**config.mk**
```make
export PLATFORM = sky130hd
export DESIGN_NAME = dma_channel_chain_sequencer_core_flat
export DESIGN_NICKNAME = d
export VERILOG_FILES = /design/src/design/dccs_pkg.sv /design/src/design/dccs_if.sv /design/src/design/dma_channel_chain_sequencer_core.sv /design/src/design/dccs_cfg.sv /design/src/design/dccs_seq.sv /design/src/flat_wrapper.sv
export SDC_FILE = /design/constraint.sdc
export NUM_CORES = 1
export LEC_CHECK = 0
export ABC_AREA = 0
export BUFFER_PORTS_ARGS = -buffer_cell sky130_fd_sc_hd__buf_2
export CAP_MARGIN = 20
export CORE_UTILIZATION = 40
export CTS_CLUSTER_SIZE = 20
export DETAILED_ROUTE_END_ITERATION = 16
export REMOVE_ABC_BUFFERS = 1
export SETUP_SLACK_MARGIN = 0.5
export SYNTH_ARGS = -nofsm -noshare
export SYNTH_HDL_FRONTEND = slang
export SYNTH_SLANG_ARGS = --single-unit
```
**constraint.sdc**
```tcl
create_clock -name clk -period 5.4 [get_ports clk]
set_input_delay 0 -clock clk [delete_from_list [all_inputs] [get_ports clk]]
set_output_delay 0 -clock clk [all_outputs]
set_load 0.03 [all_outputs]
```
**src/design/dccs_pkg.sv**
```systemverilog
package dccs_pkg;

  // Default sizing
  localparam int StackDepthDefault = 2;
  localparam int SliceQuotaDefault = 8;

  // Configuration register indexes
  localparam logic [2:0] REG_TRANSFER_MODE     = 3'd0;
  localparam logic [2:0] REG_START_MEM_ADDRESS = 3'd1;
  localparam logic [2:0] REG_START_QWORD_COUNT = 3'd2;
  localparam logic [2:0] REG_START_TAG_ADDRESS = 3'd3;
  localparam logic [2:0] REG_TAG_IRQ_ENABLE    = 3'd4;
  localparam logic [2:0] REG_TRANSFER_RUN      = 3'd5;
  localparam logic [2:0] REG_SKIP_RUN          = 3'd6;
  localparam logic [2:0] REG_SLICE_MODE        = 3'd7;

  localparam int CfgIndexWidth = 3;
  localparam int CfgDataWidth  = 32;

  // Transfer modes
  localparam logic [1:0] MODE_NORMAL     = 2'd0;
  localparam logic [1:0] MODE_CHAIN      = 2'd1;
  localparam logic [1:0] MODE_INTERLEAVE = 2'd2;

  // Commands
  localparam logic [1:0] CMD_START  = 2'd0;
  localparam logic [1:0] CMD_TICK   = 2'd1;
  localparam logic [1:0] CMD_RESUME = 2'd2;

  // Bus actions
  localparam logic [1:0] ACT_NONE  = 2'd0;
  localparam logic [1:0] ACT_MOVE  = 2'd1;
  localparam logic [1:0] ACT_FETCH = 2'd2;
  localparam logic [1:0] ACT_SKIP  = 2'd3;

  // Channel status
  localparam logic [2:0] ST_BUSY     = 3'd0;
  localparam logic [2:0] ST_FINISHED = 3'd1;
  localparam logic [2:0] ST_PAUSE    = 3'd2;
  localparam logic [2:0] ST_ZERO_ERR = 3'd3;
  localparam logic [2:0] ST_STOPPED  = 3'd4;

  // Tag IDs
  localparam logic [2:0] TAG_REFE = 3'd0;
  localparam logic [2:0] TAG_CNT  = 3'd1;
  localparam logic [2:0] TAG_NEXT = 3'd2;
  localparam logic [2:0] TAG_REF  = 3'd3;
  localparam logic [2:0] TAG_REFS = 3'd4;
  localparam logic [2:0] TAG_CALL = 3'd5;
  localparam logic [2:0] TAG_RET  = 3'd6;
  localparam logic [2:0] TAG_END  = 3'd7;

  localparam logic [30:0] QwordBytes = 31'h10;

  typedef struct packed {
    logic [1:0]  transfer_mode;
    logic [31:0] start_mem_address;
    logic [15:0] start_qword_count;
    logic [31:0] start_tag_address;
    logic        tag_irq_enable;
    logic [7:0]  transfer_run;
    logic [7:0]  skip_run;
    logic        slice_mode;
  } dccs_cfg_t;

  typedef struct packed {
    logic [1:0]  action;
    logic [31:0] bus_address;
    logic [2:0]  status;
    logic [2:0]  fetched_id;
  } dccs_result_t;

  // Step an address within bits 30:0, scratchpad bit held
  function automatic logic [31:0] adv(input logic [31:0] a, input logic [30:0] d);
    logic [30:0] low;
    low = a[30:0] + d;
    return {a[31], low};
  endfunction

endpackage

```
**src/design/dccs_if.sv**
```systemverilog
interface dccs_req_if;
  logic        valid;
  logic        ready;
  logic [1:0]  command;
  logic [63:0] tag_word;
  modport source (output valid, output command, output tag_word, input ready);
  modport sink (input valid, input command, input tag_word, output ready);
endinterface

interface dccs_rsp_if;
  logic        valid;
  logic        ready;
  logic [1:0]  action;
  logic [31:0] bus_address;
  logic [2:0]  status;
  logic [2:0]  fetched_id;
  modport source (output valid, output action, output bus_address, output status,
                  output fetched_id, input ready);
  modport sink (input valid, input action, input bus_address, input status,
                input fetched_id, output ready);
endinterface

interface dccs_cfg_if;
  logic        valid;
  logic        ready;
  logic [2:0]  index;
  logic [31:0] data;
  modport source (output valid, output index, output data, input ready);
  modport sink (input valid, input index, input data, output ready);
endinterface

```
**src/design/dma_channel_chain_sequencer_core.sv**
```systemverilog
// Channel  Dir  Word contents
// req      in   command, tag_word
// rsp      out  action, bus_address, status, fetched_id
// cfg      in   index (register number), data
//
// One word in, one word out, one word per cycle unless rsp stalls. A result
// is offered on rsp once its req word has passed the input register, then
// the channel step into the result register; channel state steps with it.
// rst (synchronous) clears config and channel state; the return stack is not
// cleared. A stalled rsp holds the result and the input register; req.ready
// drops only when both are full. cfg is always ready.
module dma_channel_chain_sequencer_core #(
  parameter int STACK_DEPTH = dccs_pkg::StackDepthDefault,
  parameter int SLICE_QUOTA = dccs_pkg::SliceQuotaDefault
) (
  input logic      clk,
  input logic      rst,
  dccs_req_if.sink   req,
  dccs_rsp_if.source rsp,
  dccs_cfg_if.sink   cfg
);
  import dccs_pkg::*;

  dccs_cfg_t    cfg_regs;
  dccs_result_t step_result;

  // input register
  logic        req_full;
  logic [1:0]  req_command;
  logic [63:0] req_tag_word;

  // result register
  logic         rsp_full;
  dccs_result_t rsp_word;

  logic step;

  // step when an input word waits and the result slot is free or draining
  assign step      = req_full && (!rsp_full || rsp.ready);
  assign req.ready = !req_full || step;
  assign cfg.ready = 1'b1;

  dccs_cfg u_cfg (
    .clk   (clk),
    .rst   (rst),
    .we    (cfg.valid && cfg.ready),
    .index (cfg.index),
    .data  (cfg.data),
    .regs  (cfg_regs)
  );

  dccs_seq #(
    .STACK_DEPTH (STACK_DEPTH),
    .SLICE_QUOTA (SLICE_QUOTA)
  ) u_seq (
    .clk      (clk),
    .rst      (rst),
    .step     (step),
    .command  (req_command),
    .tag_word (req_tag_word),
    .cfg      (cfg_regs),
    .result   (step_result)
  );

  always_ff @(posedge clk) begin
    if (rst) begin
      req_full <= 1'b0;
    end else if (req.valid && req.ready) begin
      req_full <= 1'b1;
    end else if (step) begin
      req_full <= 1'b0;
    end
  end

  always_ff @(posedge clk) begin
    if (req.valid && req.ready) begin
      req_command  <= req.command;
      req_tag_word <= req.tag_word;
    end
  end

  always_ff @(posedge clk) begin
    if (rst) begin
      rsp_full <= 1'b0;
    end else if (step) begin
      rsp_full <= 1'b1;
    end else if (rsp.ready) begin
      rsp_full <= 1'b0;
    end
  end

  always_ff @(posedge clk) begin
    if (step) begin
      rsp_word <= step_result;
    end
  end

  assign rsp.valid       = rsp_full;
  assign rsp.action      = rsp_word.action;
  assign rsp.bus_address = rsp_word.bus_address;
  assign rsp.status      = rsp_word.status;
  assign rsp.fetched_id  = rsp_word.fetched_id;

endmodule

```
**src/design/dccs_cfg.sv**
```systemverilog
module dccs_cfg (
  input  logic                               clk,
  input  logic                               rst,
  input  logic                               we,
  input  logic [dccs_pkg::CfgIndexWidth-1:0] index,
  input  logic [dccs_pkg::CfgDataWidth-1:0]  data,
  output dccs_pkg::dccs_cfg_t                regs
);
  import dccs_pkg::*;

  always_ff @(posedge clk) begin
    if (rst) begin
      regs <= '0;
    end else if (we) begin
      unique case (index)
        REG_TRANSFER_MODE:     regs.transfer_mode     <= data[1:0];
        REG_START_MEM_ADDRESS: regs.start_mem_address <= data;
        REG_START_QWORD_COUNT: regs.start_qword_count <= data[15:0];
        REG_START_TAG_ADDRESS: regs.start_tag_address <= data;
        REG_TAG_IRQ_ENABLE:    regs.tag_irq_enable    <= data[0];
        REG_TRANSFER_RUN:      regs.transfer_run      <= data[7:0];
        REG_SKIP_RUN:          regs.skip_run          <= data[7:0];
        REG_SLICE_MODE:        regs.slice_mode        <= data[0];
        default: ;
      endcase
    end
  end

endmodule

```
**src/design/dccs_seq.sv**
```systemverilog
module dccs_seq #(
  parameter int STACK_DEPTH = dccs_pkg::StackDepthDefault,
  parameter int SLICE_QUOTA = dccs_pkg::SliceQuotaDefault
) (
  input  logic                   clk,
  input  logic                   rst,
  input  logic                   step,
  input  logic [1:0]             command,
  input  logic [63:0]            tag_word,
  input  dccs_pkg::dccs_cfg_t    cfg,
  output dccs_pkg::dccs_result_t result
);
  import dccs_pkg::*;

  localparam int LevelW = $clog2(STACK_DEPTH + 1);
  localparam int IdxW   = (STACK_DEPTH > 1) ? $clog2(STACK_DEPTH) : 1;
  localparam int SliceW = (SLICE_QUOTA > 1) ? $clog2(SLICE_QUOTA) : 1;

  logic              running, running_next;
  logic [31:0]       work_address, work_address_next;
  logic [15:0]       remaining_count, remaining_count_next;
  logic [31:0]       tag_address, tag_address_next;
  logic              packet_irq, packet_irq_next;
  logic              exit_pending, exit_pending_next;
  logic [LevelW-1:0] stack_level, stack_level_next;
  logic [31:0]       return_stack [STACK_DEPTH];
  logic              skip_phase, skip_phase_next;
  logic [7:0]        phase_count, phase_count_next;
  logic [SliceW-1:0] slice_count, slice_count_next;

  logic              push;
  logic [31:0]       push_data;

  // slice quota bookkeeping for a moved qword
  logic [SliceW:0]   slice_inc;
  logic              slice_wrap;
  logic [SliceW-1:0] slice_after;
  logic              slice_hit;

  // tag fields
  logic [15:0] qwc;
  logic [2:0]  tag_id;
  logic [31:0] tag_after, tag_beyond;
  logic [20:0] packet_bytes;
  logic [7:0]  phase_inc, phase_limit;
  logic        stop;

  assign slice_inc   = {1'b0, slice_count} + (SliceW + 1)'(1);
  assign slice_wrap  = slice_inc >= (SliceW + 1)'(SLICE_QUOTA);
  assign slice_after = slice_wrap ? '0 : slice_inc[SliceW-1:0];
  assign slice_hit   = slice_wrap && cfg.slice_mode;

  assign qwc          = tag_word[15:0];
  assign tag_id       = tag_word[30:28];
  assign packet_bytes = {({1'b0, qwc} + 17'd1), 4'b0};
  assign tag_after    = adv(tag_address, QwordBytes);
  assign tag_beyond   = adv(tag_address, {10'b0, packet_bytes});
  assign phase_inc    = phase_count + 8'd1;
  assign phase_limit  = skip_phase ? cfg.skip_run : cfg.transfer_run;

  always_comb begin
    running_next         = running;
    work_address_next    = work_address;
    remaining_count_next = remaining_count;
    tag_address_next     = tag_address;
    packet_irq_next      = packet_irq;
    exit_pending_next    = exit_pending;
    stack_level_next     = stack_level;
    skip_phase_next      = skip_phase;
    phase_count_next     = phase_count;
    slice_count_next     = slice_count;
    push                 = 1'b0;
    push_data            = tag_beyond;
    stop                 = 1'b0;
    result               = '{action: ACT_NONE, bus_address: '0, status: ST_BUSY,
                             fetched_id: '0};

    unique case (command)
      CMD_START: begin
        work_address_next    = cfg.start_mem_address;
        remaining_count_next = cfg.start_qword_count;
        tag_address_next     = cfg.start_tag_address;
        packet_irq_next      = 1'b0;
        exit_pending_next    = 1'b0;
        stack_level_next     = '0;
        skip_phase_next      = 1'b0;
        phase_count_next     = '0;
        slice_count_next     = '0;
        running_next         = 1'b1;
      end
      CMD_RESUME: running_next = 1'b1;
      CMD_TICK: begin
        if (!running) begin
          result.status = ST_STOPPED;
        end else if (cfg.transfer_mode == MODE_CHAIN) begin
          if (remaining_count != '0) begin
            result.action        = ACT_MOVE;
            result.bus_address   = work_address;
            work_address_next    = adv(work_address, QwordBytes);
            remaining_count_next = remaining_count - 16'd1;
            slice_count_next     = slice_after;
            if (remaining_count_next == '0) begin
              stop = cfg.tag_irq_enable && packet_irq || exit_pending;
              if (exit_pending) begin
                exit_pending_next = 1'b0;
                stack_level_next  = '0;
              end
            end
            if (stop) begin
              running_next  = 1'b0;
              result.status = ST_FINISHED;
            end else if (slice_hit) begin
              running_next  = 1'b0;
              result.status = ST_PAUSE;
            end
          end else begin
            result.action        = ACT_FETCH;
            result.bus_address   = tag_address;
            result.fetched_id    = tag_id;
            packet_irq_next      = tag_word[31];
            remaining_count_next = qwc;
            work_address_next    = tag_after;
            unique case (tag_id)
              TAG_REFE: begin
                work_address_next = tag_word[63:32];
                exit_pending_next = 1'b1;
              end
              TAG_CNT:  tag_address_next = tag_beyond;
              TAG_NEXT: tag_address_next = tag_word[63:32];
              TAG_REF, TAG_REFS: begin
                work_address_next = tag_word[63:32];
                tag_address_next  = tag_after;
              end
              TAG_CALL: begin
                if (stack_level >= LevelW'(STACK_DEPTH)) begin
                  exit_pending_next = 1'b1;
                end else begin
                  push             = 1'b1;
                  stack_level_next = stack_level + LevelW'(1);
                end
                tag_address_next = tag_word[63:32];
              end
              TAG_RET: begin
                if (stack_level != '0 && stack_level <= LevelW'(STACK_DEPTH)) begin
                  stack_level_next = stack_level - LevelW'(1);
                  tag_address_next = return_stack[stack_level_next[IdxW-1:0]];
                end else begin
                  exit_pending_next = 1'b1;
                end
              end
              default: exit_pending_next = 1'b1;
            endcase
            if (qwc == '0) begin
              stop = cfg.tag_irq_enable && tag_word[31] || exit_pending_next;
              if (exit_pending_next) begin
                exit_pending_next = 1'b0;
                stack_level_next  = '0;
              end
              if (stop) begin
                running_next  = 1'b0;
                result.status = ST_FINISHED;
              end
            end
          end
        end else if (remaining_count == '0) begin
          running_next  = 1'b0;
          result.status = ST_ZERO_ERR;
        end else begin
          // normal and interleave share the address walk
          result.bus_address = work_address;
          work_address_next  = adv(work_address, QwordBytes);
          if (cfg.transfer_mode == MODE_INTERLEAVE && skip_phase) begin
            result.action = ACT_SKIP;
          end else begin
            result.action        = ACT_MOVE;
            remaining_count_next = remaining_count - 16'd1;
            slice_count_next     = slice_after;
          end
          if (cfg.transfer_mode == MODE_INTERLEAVE) begin
            if (phase_inc >= phase_limit) begin
              skip_phase_next  = !skip_phase;
              phase_count_next = '0;
            end else begin
              phase_count_next = phase_inc;
            end
          end
          if (remaining_count_next == '0) begin
            running_next  = 1'b0;
            result.status = ST_FINISHED;
          end else if (result.action == ACT_MOVE && slice_hit) begin
            running_next  = 1'b0;
            result.status = ST_PAUSE;
          end
        end
      end
      default: result.status = running ? ST_BUSY : ST_STOPPED;
    endcase
  end

  always_ff @(posedge clk) begin
    if (rst) begin
      running         <= 1'b0;
      work_address    <= '0;
      remaining_count <= '0;
      tag_address     <= '0;
      packet_irq      <= 1'b0;
      exit_pending    <= 1'b0;
      stack_level     <= '0;
      skip_phase      <= 1'b0;
      phase_count     <= '0;
      slice_count     <= '0;
    end else if (step) begin
      running         <= running_next;
      work_address    <= work_address_next;
      remaining_count <= remaining_count_next;
      tag_address     <= tag_address_next;
      packet_irq      <= packet_irq_next;
      exit_pending    <= exit_pending_next;
      stack_level     <= stack_level_next;
      skip_phase      <= skip_phase_next;
      phase_count     <= phase_count_next;
      slice_count     <= slice_count_next;
    end
  end

  // return stack, no reset: only entries below stack_level are read
  always_ff @(posedge clk) begin
    if (step && push) begin
      return_stack[stack_level[IdxW-1:0]] <= push_data;
    end
  end

endmodule
```
**src/flat_wrapper.sv**
```systemverilog
// flat-port wrapper written by rule: the top's interface ports become plain ports
module dma_channel_chain_sequencer_core_flat import dccs_pkg::*;
#(
  parameter int STACK_DEPTH = dccs_pkg::StackDepthDefault,
  parameter int SLICE_QUOTA = dccs_pkg::SliceQuotaDefault
)
  (clk, rst, req_valid, req_command, req_tag_word, req_ready, rsp_valid, rsp_action, rsp_bus_address, rsp_status, rsp_fetched_id, rsp_ready, cfg_valid, cfg_index, cfg_data, cfg_ready);
  dccs_req_if req_i ();
  dccs_rsp_if rsp_i ();
  dccs_cfg_if cfg_i ();
  input logic clk;
  input logic rst;
  input wire logic [$bits(req_i.valid)-1:0] req_valid;
  input wire logic [$bits(req_i.command)-1:0] req_command;
  input wire logic [$bits(req_i.tag_word)-1:0] req_tag_word;
  output wire logic [$bits(req_i.ready)-1:0] req_ready;
  output wire logic [$bits(rsp_i.valid)-1:0] rsp_valid;
  output wire logic [$bits(rsp_i.action)-1:0] rsp_action;
  output wire logic [$bits(rsp_i.bus_address)-1:0] rsp_bus_address;
  output wire logic [$bits(rsp_i.status)-1:0] rsp_status;
  output wire logic [$bits(rsp_i.fetched_id)-1:0] rsp_fetched_id;
  input wire logic [$bits(rsp_i.ready)-1:0] rsp_ready;
  input wire logic [$bits(cfg_i.valid)-1:0] cfg_valid;
  input wire logic [$bits(cfg_i.index)-1:0] cfg_index;
  input wire logic [$bits(cfg_i.data)-1:0] cfg_data;
  output wire logic [$bits(cfg_i.ready)-1:0] cfg_ready;
  assign req_i.valid = req_valid;
  assign req_i.command = req_command;
  assign req_i.tag_word = req_tag_word;
  assign req_ready = req_i.ready;
  assign rsp_valid = rsp_i.valid;
  assign rsp_action = rsp_i.action;
  assign rsp_bus_address = rsp_i.bus_address;
  assign rsp_status = rsp_i.status;
  assign rsp_fetched_id = rsp_i.fetched_id;
  assign rsp_i.ready = rsp_ready;
  assign cfg_i.valid = cfg_valid;
  assign cfg_i.index = cfg_index;
  assign cfg_i.data = cfg_data;
  assign cfg_ready = cfg_i.ready;
  dma_channel_chain_sequencer_core #(.STACK_DEPTH(STACK_DEPTH), .SLICE_QUOTA(SLICE_QUOTA)) u_core (.clk(clk), .rst(rst), .req(req_i), .rsp(rsp_i), .cfg(cfg_i));
endmodule
```
# Word-level counts from Yosys, hierarchy flattened
# Memories as Yosys holds them, arrays and structs flattened.
# Index checks and enable logic that the tools add are counted.
# W data, S select, Z words.
op_classes:
  add_sub_neg: 9
  order_cmp: 4
  eq_ne: 35
  n_mux: 116
  bitwise: 3
  reduce_logical: 54
op_table:
  columns: ["operator", "count"]
  rows:
  - ["$mux W32", 8]
  - ["$mux W16", 9]
  - ["$pmux W32 S2", 2]
  - ["$pmux W32 S4", 1]
  - ["$mux W37", 2]
  - ["$logic_not A16 Y1", 4]
  - ["$add A31 B5 Y31 const B", 2]
  - ["$mux W1", 48]
  - ["$mux W8", 6]
  - ["$mux W2", 19]
  - ["$mux W34", 1]
  - ["$pmux W16 S2", 1]
  - ["$add A31 B21 Y31", 1]
  - ["$mux W31", 1]
  - ["$mux W3", 8]
  - ["$eq A3 B3 Y1 const B", 7]
  - ["$reduce_and A2 Y1", 10]
  - ["$ne A2 B2 Y1 const B", 9]
  - ["$ne A3 B3 Y1 const B", 6]
  - ["$reduce_and A6 Y1", 3]
  - ["$add A16 B1 Y17 const B", 1]
  - ["$pmux W8 S2", 1]
  - ["$reduce_bool A16 Y1", 1]
  - ["$sub A16 B1 Y16 const B", 1]
  - ["32 further kinds", 69]
totals:
  ff_bits: 305
  ramBits: 64
  inputBits: 106
  output_inout_bits: 43
  elab_cells: 250
  n_memories: 1
memory_table:
  columns: ["name", "depth", "width", "rd", "rd_clocked_by_memory_dff", "wr", "line_no", "source"]
  rows:
  - ["u_core.u_seq.return_stack", 2, 32, 1, 0, 1, "dccs_seq.sv:26", "logic [31:0] return_stack [STACK_DEPTH];"]

# Longest topological paths before layout
depth:
  ltp_word: 15
  ltp_mapped: 17
  depth_no_buf: 15

# Hierarchy
# From an unflattened synthesis, not the netlist that was laid out.
unflattened:
  hier_cells: 1973
  hier_area_um2: 19505.0
by_module_without_submodules:
  columns: ["mod", "n_inst", "cells_each", "area_each_um2", "seq_area_each_um2"]
  rows:
  - ["dccs_seq", 1, 1482, 12085.3, 3863.7]
  - ["dccs_cfg", 1, 373, 4121.5, 2001.9]
  - ["dma_channel_chain_sequencer_core", 1, 118, 3298.2, 3223.1]

# Worst setup path before layout
# OpenSTA, ideal clock, no wires.
synth_path:
  path_type: "flip-flop to flip-flop"
  start: "register u_core.u_seq.remaining_count[0]"
  end: "memory u_core.u_seq.return_stack[0][0], enable pin"
  setup_time_ns: 0.421
  arrival_time_ns: 3.955
  required_time_ns: 4.979
  path_slack_ns: 1.024
  path_stages_with_launch: 15
  path_buffers: 5
  synth_period_minus_slack_ns: 4.376
  path_cell_list: "dfxtp_1 > clkbuf_1 > inv_1 > ha_1 > buf_2 > or3b_1 > buf_2 > nor4_4 > nand2_2 > nor3_1 > and2_1 > buf_2 > buf_2 > nand3_1 > nor2_1"
synth_between:
  elab_chain_len: 8
synth_lines:
  columns: ["element", "line_no", "source"]
  rows:
  - ["start: declaration", "dccs_seq.sv:21", "logic [15:0] remaining_count, remaining_count_next;"]
  - ["start signal: assignment", "dccs_seq.sv:215", "remaining_count <= remaining_count_next;"]
  - ["$reduce_bool A16 Y1", "dccs_seq.sv:96", "if (remaining_count != '0) begin"]
  - ["$mux W1", "dccs_seq.sv:96", null]
  - ["$mux W1", "dccs_seq.sv:95", "end else if (cfg.transfer_mode == MODE_CHAIN) begin"]
  - ["$mux W1", "dccs_seq.sv:93", "if (!running) begin"]
  - ["$mux W1", "dccs_seq.sv:78", "unique case (command)"]
  - ["$logic_and A1 B1 Y1", "dccs_seq.sv:228", "if (step && push) begin"]
  - ["$mux W1", "dccs_seq.sv:228", null]
  - ["$mux W1 (implied by the code)", "dccs_seq.sv:229", "return_stack[stack_level[IdxW-1:0]] <= push_data;"]
  - ["end: declaration", "dccs_seq.sv:26", null]
# No other way between the ends.

# Worst setup path after layout
layout_path:
  start: "register u_core.req_tag_word[2]"
  end: "register u_core.u_seq.tag_address[27]"
layout_between:
  elab_chain_len: 7
layout_lines:
  columns: ["element", "line_no", "source"]
  rows:
  - ["start: declaration", "dma_channel_chain_sequencer_core.sv:30", "logic [63:0] req_tag_word;"]
  - ["start signal: assignment", "dma_channel_chain_sequencer_core.sv:78", "req_tag_word <= req.tag_word;"]
  - ["$add A16 B1 Y17", "dccs_seq.sv:55", "assign packet_bytes = {({1'b0, qwc} + 17'd1), 4'b0};"]
  - ["$add A31 B21 Y31", "dccs_pkg.sv:76", "low = a[30:0] + d;"]
  - ["$pmux W32 S4", "dccs_seq.sv:123", "unique case (tag_id)"]
  - ["$mux W32", "dccs_seq.sv:96", null]
  - ["$mux W32", "dccs_seq.sv:95", null]
  - ["$mux W32", "dccs_seq.sv:93", null]
  - ["$pmux W32 S2", "dccs_seq.sv:78", null]
  - ["end signal: assignment", "dccs_seq.sv:216", "tag_address <= tag_address_next;"]
  - ["end: declaration", "dccs_seq.sv:22", "logic [31:0] tag_address, tag_address_next;"]
# No other way between the ends. The select of a mux whose other input is x is not followed.
# A chain may end at the register's enable or synchronous reset.

==> reports/metrics.cfg <==
[die]
core_area_sq_mm=0.04646
fp.dieW_microns=219.0
io-pin-count=149
start_util_pct=40.53
rows=79
die-height_microns=219.0
dieArea_sq_mm=0.04795

[global_routing]
grt_pass1_vias=16580
met2_usage_pct=45.13
grt_first_pass_wirelength_microns=99260
grt_usage_pct=27.34
overflow=0
use_met3_pct=4.019
grtUsageMet1_pct=35.71
grt_busiest_layer=met2
grt_max_degree=64
antenna_found_initial=0

[finish]
syn2layout_area_growth_pct=19.01
multi_input_area_sq_mm=0.009480
mostFrequentLayoutCell=nand2_1
final_cell_area_sq_mm=0.02241
fillers=4478
layout-drive-gt1-share_pct=12.42
most-common-layout-cells=nand2_1, a21oi_1, dfxtp_1, nor2_1, edfxtp_1
fin_nets=2436
regArea_sq_mm=0.008730
antenna_cells=0

[drt]
drc=0
wl_microns=65970
drtPass1Iterations=9
drt-vias-per-instance=5.875
num_vias=17230
routedWlPerCell_microns=22.49
ant_nets=0
first_iter_violations=1688

[hold_path]
hold_path_end=u_core.req_tag_word[57]$_DFFE_PP_
hold_path_startpoint=req_tag_word[57]
hold_class=in2reg
worstHoldPathCells=2

[sta]
report.final.slew_viol_count=0
fin_skew_ns=0.03122
worst_slew_pin_slew_ns=1.149
hold_viol=0
setup_viol=0
rsz0062_at_grt=no
fin_crit_ns=4.232
fmax_ghz=0.2363
slew_headroom_pct=23.22
min_period_over_period_pct=78.38

[placement]
io_buffer_count=135
finalWeightedCongestion=0.9509
post_dp_cell_area_sq_mm=0.02001
dp_hpwl_microns=43650

[setup_path]
cp.required_ns=5.87
cp_max_fo=12
r2r_end=u_core.u_seq.tag_address[27]$_SDFFE_PP0P_
reg2reg_from=u_core.req_tag_word[2]$_DFFE_PP_
critPathKind=reg2reg
cp-start-kind=flop
r2r_cells=14
worstSetupEndpointType=flop
arrival_ns=4.70
rrSetupSlack_ns=1.17

[clock_network]
clock_latency_ns=0.59
cts_buffers=42
cts.sinks=357
htreeDepth=2
clk_pin_slew_ns=0.06
clock_path_buffers=3
clock-root-buffer=clkbuf_16
tritoncts=built

[job]
maxCapViolCount=0

[logic_synthesis]
synthFlopType=dfxtp_1
syn_avg_cell_area_sq_um=8.828
synth-seq-cells=357
synthDistinctLibCells=91
synth.cell_area_sq_mm=0.01883
syn_inst=2133
async_flop_share_pct=0
ys_seq_area_share_pct=46.35
synth-edff-count=158
yosys_warnings=0

[power_and_ir_drop]
fin_total_pwr_w=0.006732
p_leak_nw=7.861
p_per_area_mw_per_mm2=300.4
peakVddDrop_v=0.0002681

[outcome]
outcome=completed

[metrics by stage]
stage	hold slack, ns	std cells	utilization (%)	TNS (ns)	setup slack [ns]
3_5_place_dp	0.1781	2759	43.07	0	1.283
6_report	0.1229	2933	48.24	0	1.168
5_1_grt	0.1264	2933	48.24	0	0.8824
4_1_cts	0.1036	2931	48.16	0	1.241
3_3_place_gp	0.1768	2759	43.07	0	1.373
2_1_floorplan	0.06907	1981	-	-2.082	-0.03253
[cells in the mapped netlist, types with 10 or more instances]
master,count,area (sq um)
xnor2_1,58,508.0
a21oi_1,241,1206
o211ai_1,40,300.3
mux2i_1,42,420.4
ha_1,36,450.4
xor2_1,35,306.5
nor2b_1,14,87.58
a21o_1,16,120.1
buf_2,21,105.1
nor2_1,176,660.6
dfxtp_1,199,3984
o21ai_1,54,270.3
o21ai_0,75,375.4
inv_1,24,90.09
nand4_1,25,156.4
nor4_1,19,118.9
a31oi_1,19,118.9
a211oi_1,35,262.8
nand2b_1,21,131.4
edfxtp_1,158,4745
nand2_1,351,1318
o31ai_1,10,75.07
and3_1,22,137.6
clkbuf_1,124,465.5
nor3_1,41,205.2
a22o_1,33,289.0
a221oi_1,12,105.1
nand3_1,57,285.3
o22ai_1,14,87.58
[critical path, stage by stage (launching register included)]
cell and delay (ns):
edfxtp_1 0.46, and3_1 0.20, and2_1 0.18, nand4_1 0.23, nor2_1 0.22, nand2_1 0.09
xnor2_1 0.16, ha_1 0.45, and3_1 0.29, a31oi_1 0.19, o21ai_0 0.19, a31oi_1 0.87
nand2b_1 0.27, a21oi_1 0.08, o311ai_1 0.24
[metal layers]
layer | part of all wire [%] | wire [microns] | vias to the layer above
li1 | - | - | 8087
met1 | 43 | 28250 | 8302
met2 | 47 | 30940 | 712
met3 | 6.4 | 4218 | 130
met4 | 3.9 | 2552 | 0
met5 | 0 | 0 | -
[power breakdown]
group          total (W)  switching, W  internal (W)  leakage (nW)
registers        0.00298     0.0000902       0.00289          3.13
clock network    0.00295       0.00117       0.00178         0.693
logic           0.000794      0.000511      0.000283          4.04
total            0.00673       0.00177       0.00496          7.86
[cell type report]
cell class | count | area share (%)
multi-input cells | 1600 | 42.30
flip-flops and latches | 357 | 38.95
repair buffers | 268 | 8.632
clock buffers | 63 | 5.354
well taps | 607 | 3.389
clock inverters | 14 | 0.9659
inverters | 24 | 0.4020
[state kept, by name, indices dropped and copies added (netlist names), 8 cells and up]
register	flops
u_core.u_seq.phase_count	8
u_core.rsp.bus_address	32
u_core.u_seq.work_address	32
u_core.req_tag_word	52
u_core.u_cfg.regs	100
u_core.u_seq.tag_address	32
u_core.u_seq.remaining_count	16
u_core.u_seq.return_stack	64
[cells by family (layout without fill, tap and decap cells)]
family,Yosys count,after routing,share of synthesized area (%)
fa+ha+maj,37,37,2.498
simple gates,784,784,19.11
mux,50,50,2.711
flops,357,357,46.35
buf+inv,176,369,3.748
xor+xnor,94,94,4.412
compound gates,634,634,21.15
other cells,1,1,0.01991
[worst max path at each step]
stage	cells after the start	from	slack (ns)	endpoint
after CTS	14	u_core.req_tag_word[2]$_DFFE_PP_	1.24	u_core.u_seq.tag_address[27]$_SDFFE_PP0P_
after global placement	13	u_core.req_tag_word[2]$_DFFE_PP_	1.37	u_core.u_seq.return_stack[0][29]$_DFFE_PP_
after floorplan	5	u_core.req_command[1]$_DFFE_PP_	-0.03	u_core.u_seq.return_stack[0][0]$_DFFE_PP_
after global routing	14	u_core.req_tag_word[2]$_DFFE_PP_	0.88	u_core.u_seq.tag_address[27]$_SDFFE_PP0P_
final	14	u_core.req_tag_word[2]$_DFFE_PP_	1.17	u_core.u_seq.tag_address[27]$_SDFFE_PP0P_
after detailed placement	14	u_core.req_tag_word[2]$_DFFE_PP_	1.28	u_core.u_seq.tag_address[27]$_SDFFE_PP0P_
[timing repair]
item | in CTS | in global routing
hold buffers | 95 | 0
setup endpoints to repair | 0 | 0
hold endpoints to repair | 173 | 0
buffers inserted | 0 | 0
gates resized for setup | 0 | 0
(Power assumes the default switching activity.)
